==> src/rtl/tdpt_div.sv <==
// Bit-serial restoring divider: one quotient bit per cycle; done_o flags completion of the divide.
// No dependencies.
`timescale 1ns / 1ps

module tdpt_div #(
  parameter int unsigned W = 31
) (
  input  logic         clk_i,
  input  logic         rst_ni,
  input  logic         start_i,
  input  logic [W-1:0] dividend_i,
  input  logic [W-1:0] divisor_i,
  output logic         done_o,
  output logic [W-1:0] quot_o,
  output logic [W-1:0] rem_o
);

  localparam int unsigned CW = $clog2(W);
  localparam logic [CW-1:0] LastCnt = CW'(W - 1);

  logic [W-1:0]  rem_q, rem_d;
  logic [W-1:0]  shf_q, shf_d;   // dividend bits out at the top, quotient bits in at the bottom
  logic [W-1:0]  dvs_q, dvs_d;
  logic [CW-1:0] cnt_q, cnt_d;
  logic          busy_q, busy_d;
  logic          done_q, done_d;

  logic [W:0]    rem_sh;
  logic [W:0]    diff;

  assign rem_sh = {rem_q, shf_q[W-1]};
  assign diff   = rem_sh - {1'b0, dvs_q};

  always_comb begin
    rem_d  = rem_q;
    shf_d  = shf_q;
    dvs_d  = dvs_q;
    cnt_d  = cnt_q;
    busy_d = busy_q;
    done_d = 1'b0;
    if (start_i) begin
      rem_d  = '0;
      shf_d  = dividend_i;
      dvs_d  = divisor_i;
      cnt_d  = '0;
      busy_d = 1'b1;
    end else if (busy_q) begin
      if (!diff[W]) begin
        rem_d = diff[W-1:0];
        shf_d = {shf_q[W-2:0], 1'b1};
      end else begin
        rem_d = rem_sh[W-1:0];
        shf_d = {shf_q[W-2:0], 1'b0};
      end
      cnt_d = cnt_q + CW'(1);
      if (cnt_q == LastCnt) begin
        busy_d = 1'b0;
        done_d = 1'b1;
      end
    end
  end

  always_ff @(posedge clk_i or negedge rst_ni) begin
    if (!rst_ni) begin
      busy_q <= 1'b0;
      done_q <= 1'b0;
      cnt_q  <= '0;
    end else begin
      busy_q <= busy_d;
      done_q <= done_d;
      cnt_q  <= cnt_d;
    end
  end

  always_ff @(posedge clk_i) begin
    rem_q <= rem_d;
    shf_q <= shf_d;
    dvs_q <= dvs_d;
  end

  assign done_o = done_q;
  assign quot_o = shf_q;
  assign rem_o  = rem_q;

endmodule

==> config.mk <==
export PLATFORM = sky130hd
export DESIGN_NAME = tdpt_div
export DESIGN_NICKNAME = d
export VERILOG_FILES = /design/src/rtl/tdpt_div.sv
export SDC_FILE = /design/constraint.sdc
export NUM_CORES = 1
export LEC_CHECK = 0
export BUFFER_PORTS_ARGS = -buffer_cell sky130_fd_sc_hd__buf_2
export CAP_MARGIN = 0
export CORE_MARGIN = 2
export CORE_UTILIZATION = 60
export DETAILED_ROUTE_END_ITERATION = 10
export GPL_TIMING_DRIVEN = 0
export HOLD_SLACK_MARGIN = 0.08
export PLACE_DENSITY = 0.95
export SLEW_MARGIN = 20
export SYNTH_ARGS = -nofsm -noshare
export SYNTH_HDL_FRONTEND = slang
export SYNTH_SLANG_ARGS = --single-unit
==> constraint.sdc <==
create_clock -name clk_i -period 7.4 [get_ports clk_i]
set_input_delay 0.74 -clock clk_i [delete_from_list [all_inputs] [get_ports clk_i]]
set_output_delay 0.74 -clock clk_i [all_outputs]
set_load 0.03 [all_outputs]
==> impl_metrics.tcl <==
set metrics [dict create \
    outcome "completed" \
    cts_tree "yes" \
    initialDrtViolationCount 505 \
    clk_latency_ns 0.39 \
    use_met1_pct 34.7 \
    post_cts.repair.setup_buffers 0 \
    ant_nets 0 \
    drv_cap 0 \
    grt_max_degree 33 \
    grt_pass1_vias 5159 \
    clk_pin_slew_worst_paths_ns 0.11 \
    grt_pass1_wl_um 24700 \
    synth_top_area_share_pct 30.9 \
    drc 0 \
    fin_skew_ns 0.0148 \
    ys_warn_count 0 \
    startpoint_type "flop" \
    rows 36 \
    netlist_top_cells_area "edfxtp_1 (31%), dfxtp_1 (10%), ha_1 (6.8%)" \
    dp_slack_ns 4.16 \
    die-width_um 104 \
    yosys_most_used_dff "edfxtp_1" \
    hold_class "input port to async pin" \
    num_vias 5317 \
    drv_slew 0 \
    wl_per_cell_um 17.5 \
    setup_viol 0 \
    syn_area_um2 6030 \
    clock.fmax_ghz 0.304 \
    rsz0062_at_grt "no" \
    multi_input_comb_area_um2 2990 \
    critPathCaptureType "flop" \
    final_nets 831 \
    grt_use_met3_pct 4.20 \
    finalSetupTns_ns 0 \
    start_util_pct 61.7 \
    crit_type "flop to flop" \
    finalWorstSetupSlack_ns 4.11 \
    firstDrtPassIters 5 \
    io_pins 128 \
    cts.sinks 100 \
    syn_inst 594 \
    die_area_um2 10900 \
    final_core_util_pct 72.0 \
    gp_congestion 0.945 \
    hold_viol_final 0 \
    fin_hold_ws_ns 0.160 \
    grt_overflow 0 \
    grt_use_met2_pct 49.1 \
    syn_nets 693 \
    area_growth_pct 16.7 \
    cts_buffers 9 \
    powerDensity_nw_per_um2 361 \
    cp_max_fo 6 \
    postCtsHoldBufs 0 \
    worstReg2RegStart "quot_o[30]$_DFFE_PP_" \
    die_h_um 104 \
    hpwl_um 11300 \
    num-fill-cells 710 \
    arrival_ns 3.55 \
    drt_wl_total_um 15200 \
    crit_required_ns 7.67 \
    synth-seq-cells 100 \
    ys_seq_area_share_pct 44.0 \
    worstMarginPinSlew_ns 0.764 \
    antenna_found_initial 0 \
    h-tree-depth 3 \
    track_usage_pct 28.2 \
    syn-mean-instance-area_um2 10.2 \
    cp-startpoint "quot_o[30]$_DFFE_PP_" \
    min_period_over_period_pct 44.4 \
    core_um2 9770 \
    yosysMostFrequentCell "edfxtp_1" \
    numPortBuffers 127 \
    root_buffer "clkbuf_8" \
    async_reset_ff_share_pct 7.00 \
    relSlewSlack_pct 49.1 \
    routed_via_density 6.11 \
    cts_resized 0 \
    drive_above_1_share_pct 28.5 \
    synth_enable_flop_cells 62 \
    seq_area_um2 2660 \
    fin_crit_ns 3.29 \
    insertedDiodeCount 0 \
    synth_cell_types 67 \
    clockBufferDepth 2 \
    synthTopCellsByCount "edfxtp_1 (62), nor2_1 (53), inv_1 (45)" \
    top_usage_layer "met2" \
    power_leakage_nw 3.23 \
    yosysTopAreaCell "edfxtp_1" \
    ir_drop_v 0.000266 \
]
-- path summary, 6_finish.rpt --
path / endpoint / slack [ns] / cells after the start
setup / recovery: rem_o[28]$_SDFFE_PP0P_ / 4.11 / 12
hold reg to reg: rem_o[22]$_SDFFE_PP0P_ / 0.52 / 2
hold / removal: busy_q$_DFF_PN0_ / 0.16 / 1
min in group clk_i: dvs_q[2]$_DFFE_PP_ / 0.52 / 1
setup reg to reg: rem_o[28]$_SDFFE_PP0P_ / 4.11 / 12
max in group asynchronous: cnt_q[2]$_DFFE_PN0P_ / 7.08 / 1
-- flip-flops by register name, indices dropped and copies added, names as in the netlist --
register  count
done_o        1
cnt_q         5
rem_o        31
quot_o       31
dvs_q        31
busy_q        1
-- cell type report --
class,count,area share [%]
clock buffer,9,1.76
tap,133,2.36
sequential,100,37.8
multi-input combinational,416,42.4
inverter,45,2.40
buffer,33,3.13
clock inverter,7,1.14
timing repair buffer,127,9.03
-- worst max-delay path, stage by stage, from the launching register on --
cell      delay (ns)
edfxtp_1        0.40
inv_1           0.06
ha_1            0.22
fa_1            0.38
nand2b_1        0.19
a21oi_1         0.25
o221a_2         0.30
a31oi_4         0.15
o31ai_2         0.38
a31oi_1         0.19
and3b_1         0.21
o311ai_1        0.28
a311oi_1        0.13
-- report_power, final --
group / switching (W) / internal (W)
combinational: 0.000845 / 0.000508
sequential: 0.000108 / 0.000708
clock: 0.000210 / 0.000162
total: 0.00116 / 0.00138
-- stage by stage --
step | instances | total power [W] | area, um^2
after floorplan | 594 | 0.00181 | 6030
after detailed placement | 854 | 0.00214 | 6840
after CTS | 870 | 0.00251 | 7040
after global placement | 854 | 0.00208 | 6840
after global routing | 870 | 0.00268 | 7040
final | 870 | 0.00254 | 7040
-- layer usage --
metal,part of all wire (%),routed length (um)
met1,40,6070
met2,49,7500
met3,7.3,1110
met4,3.4,522
met5,0,0
-- cells by family after synthesis --
group / share of synthesized area, %
and+or+nand+nor: 12.1
DFF: 44.0
muxes: 5.95
AOI/OAI and AO/OA: 20.5
adders and majority gates: 7.18
buffers and inverters: 6.45
xor gates and xnor gates: 3.77
-- cells in the final DEF, fill, tap and decap left out, drive strengths merged, types with 6 or more instances in the layout --
master,Yosys,layout
ha,33,33
xnor2,18,18
inv,45,49
mux2,31,31
o21ai,42,42
xor2,8,8
a311oi,28,28
a21o,22,22
dfxtp,31,31
nand4,10,10
nor3,6,6
or3,7,7
dfrtp,7,7
nor2,53,53
clkbuf,20,29
nand2b,9,9
a21oi,39,39
edfxtp,62,62
nand3,26,26
nand2,23,23
buf,13,140
Power figures use the tool's default switching activity.
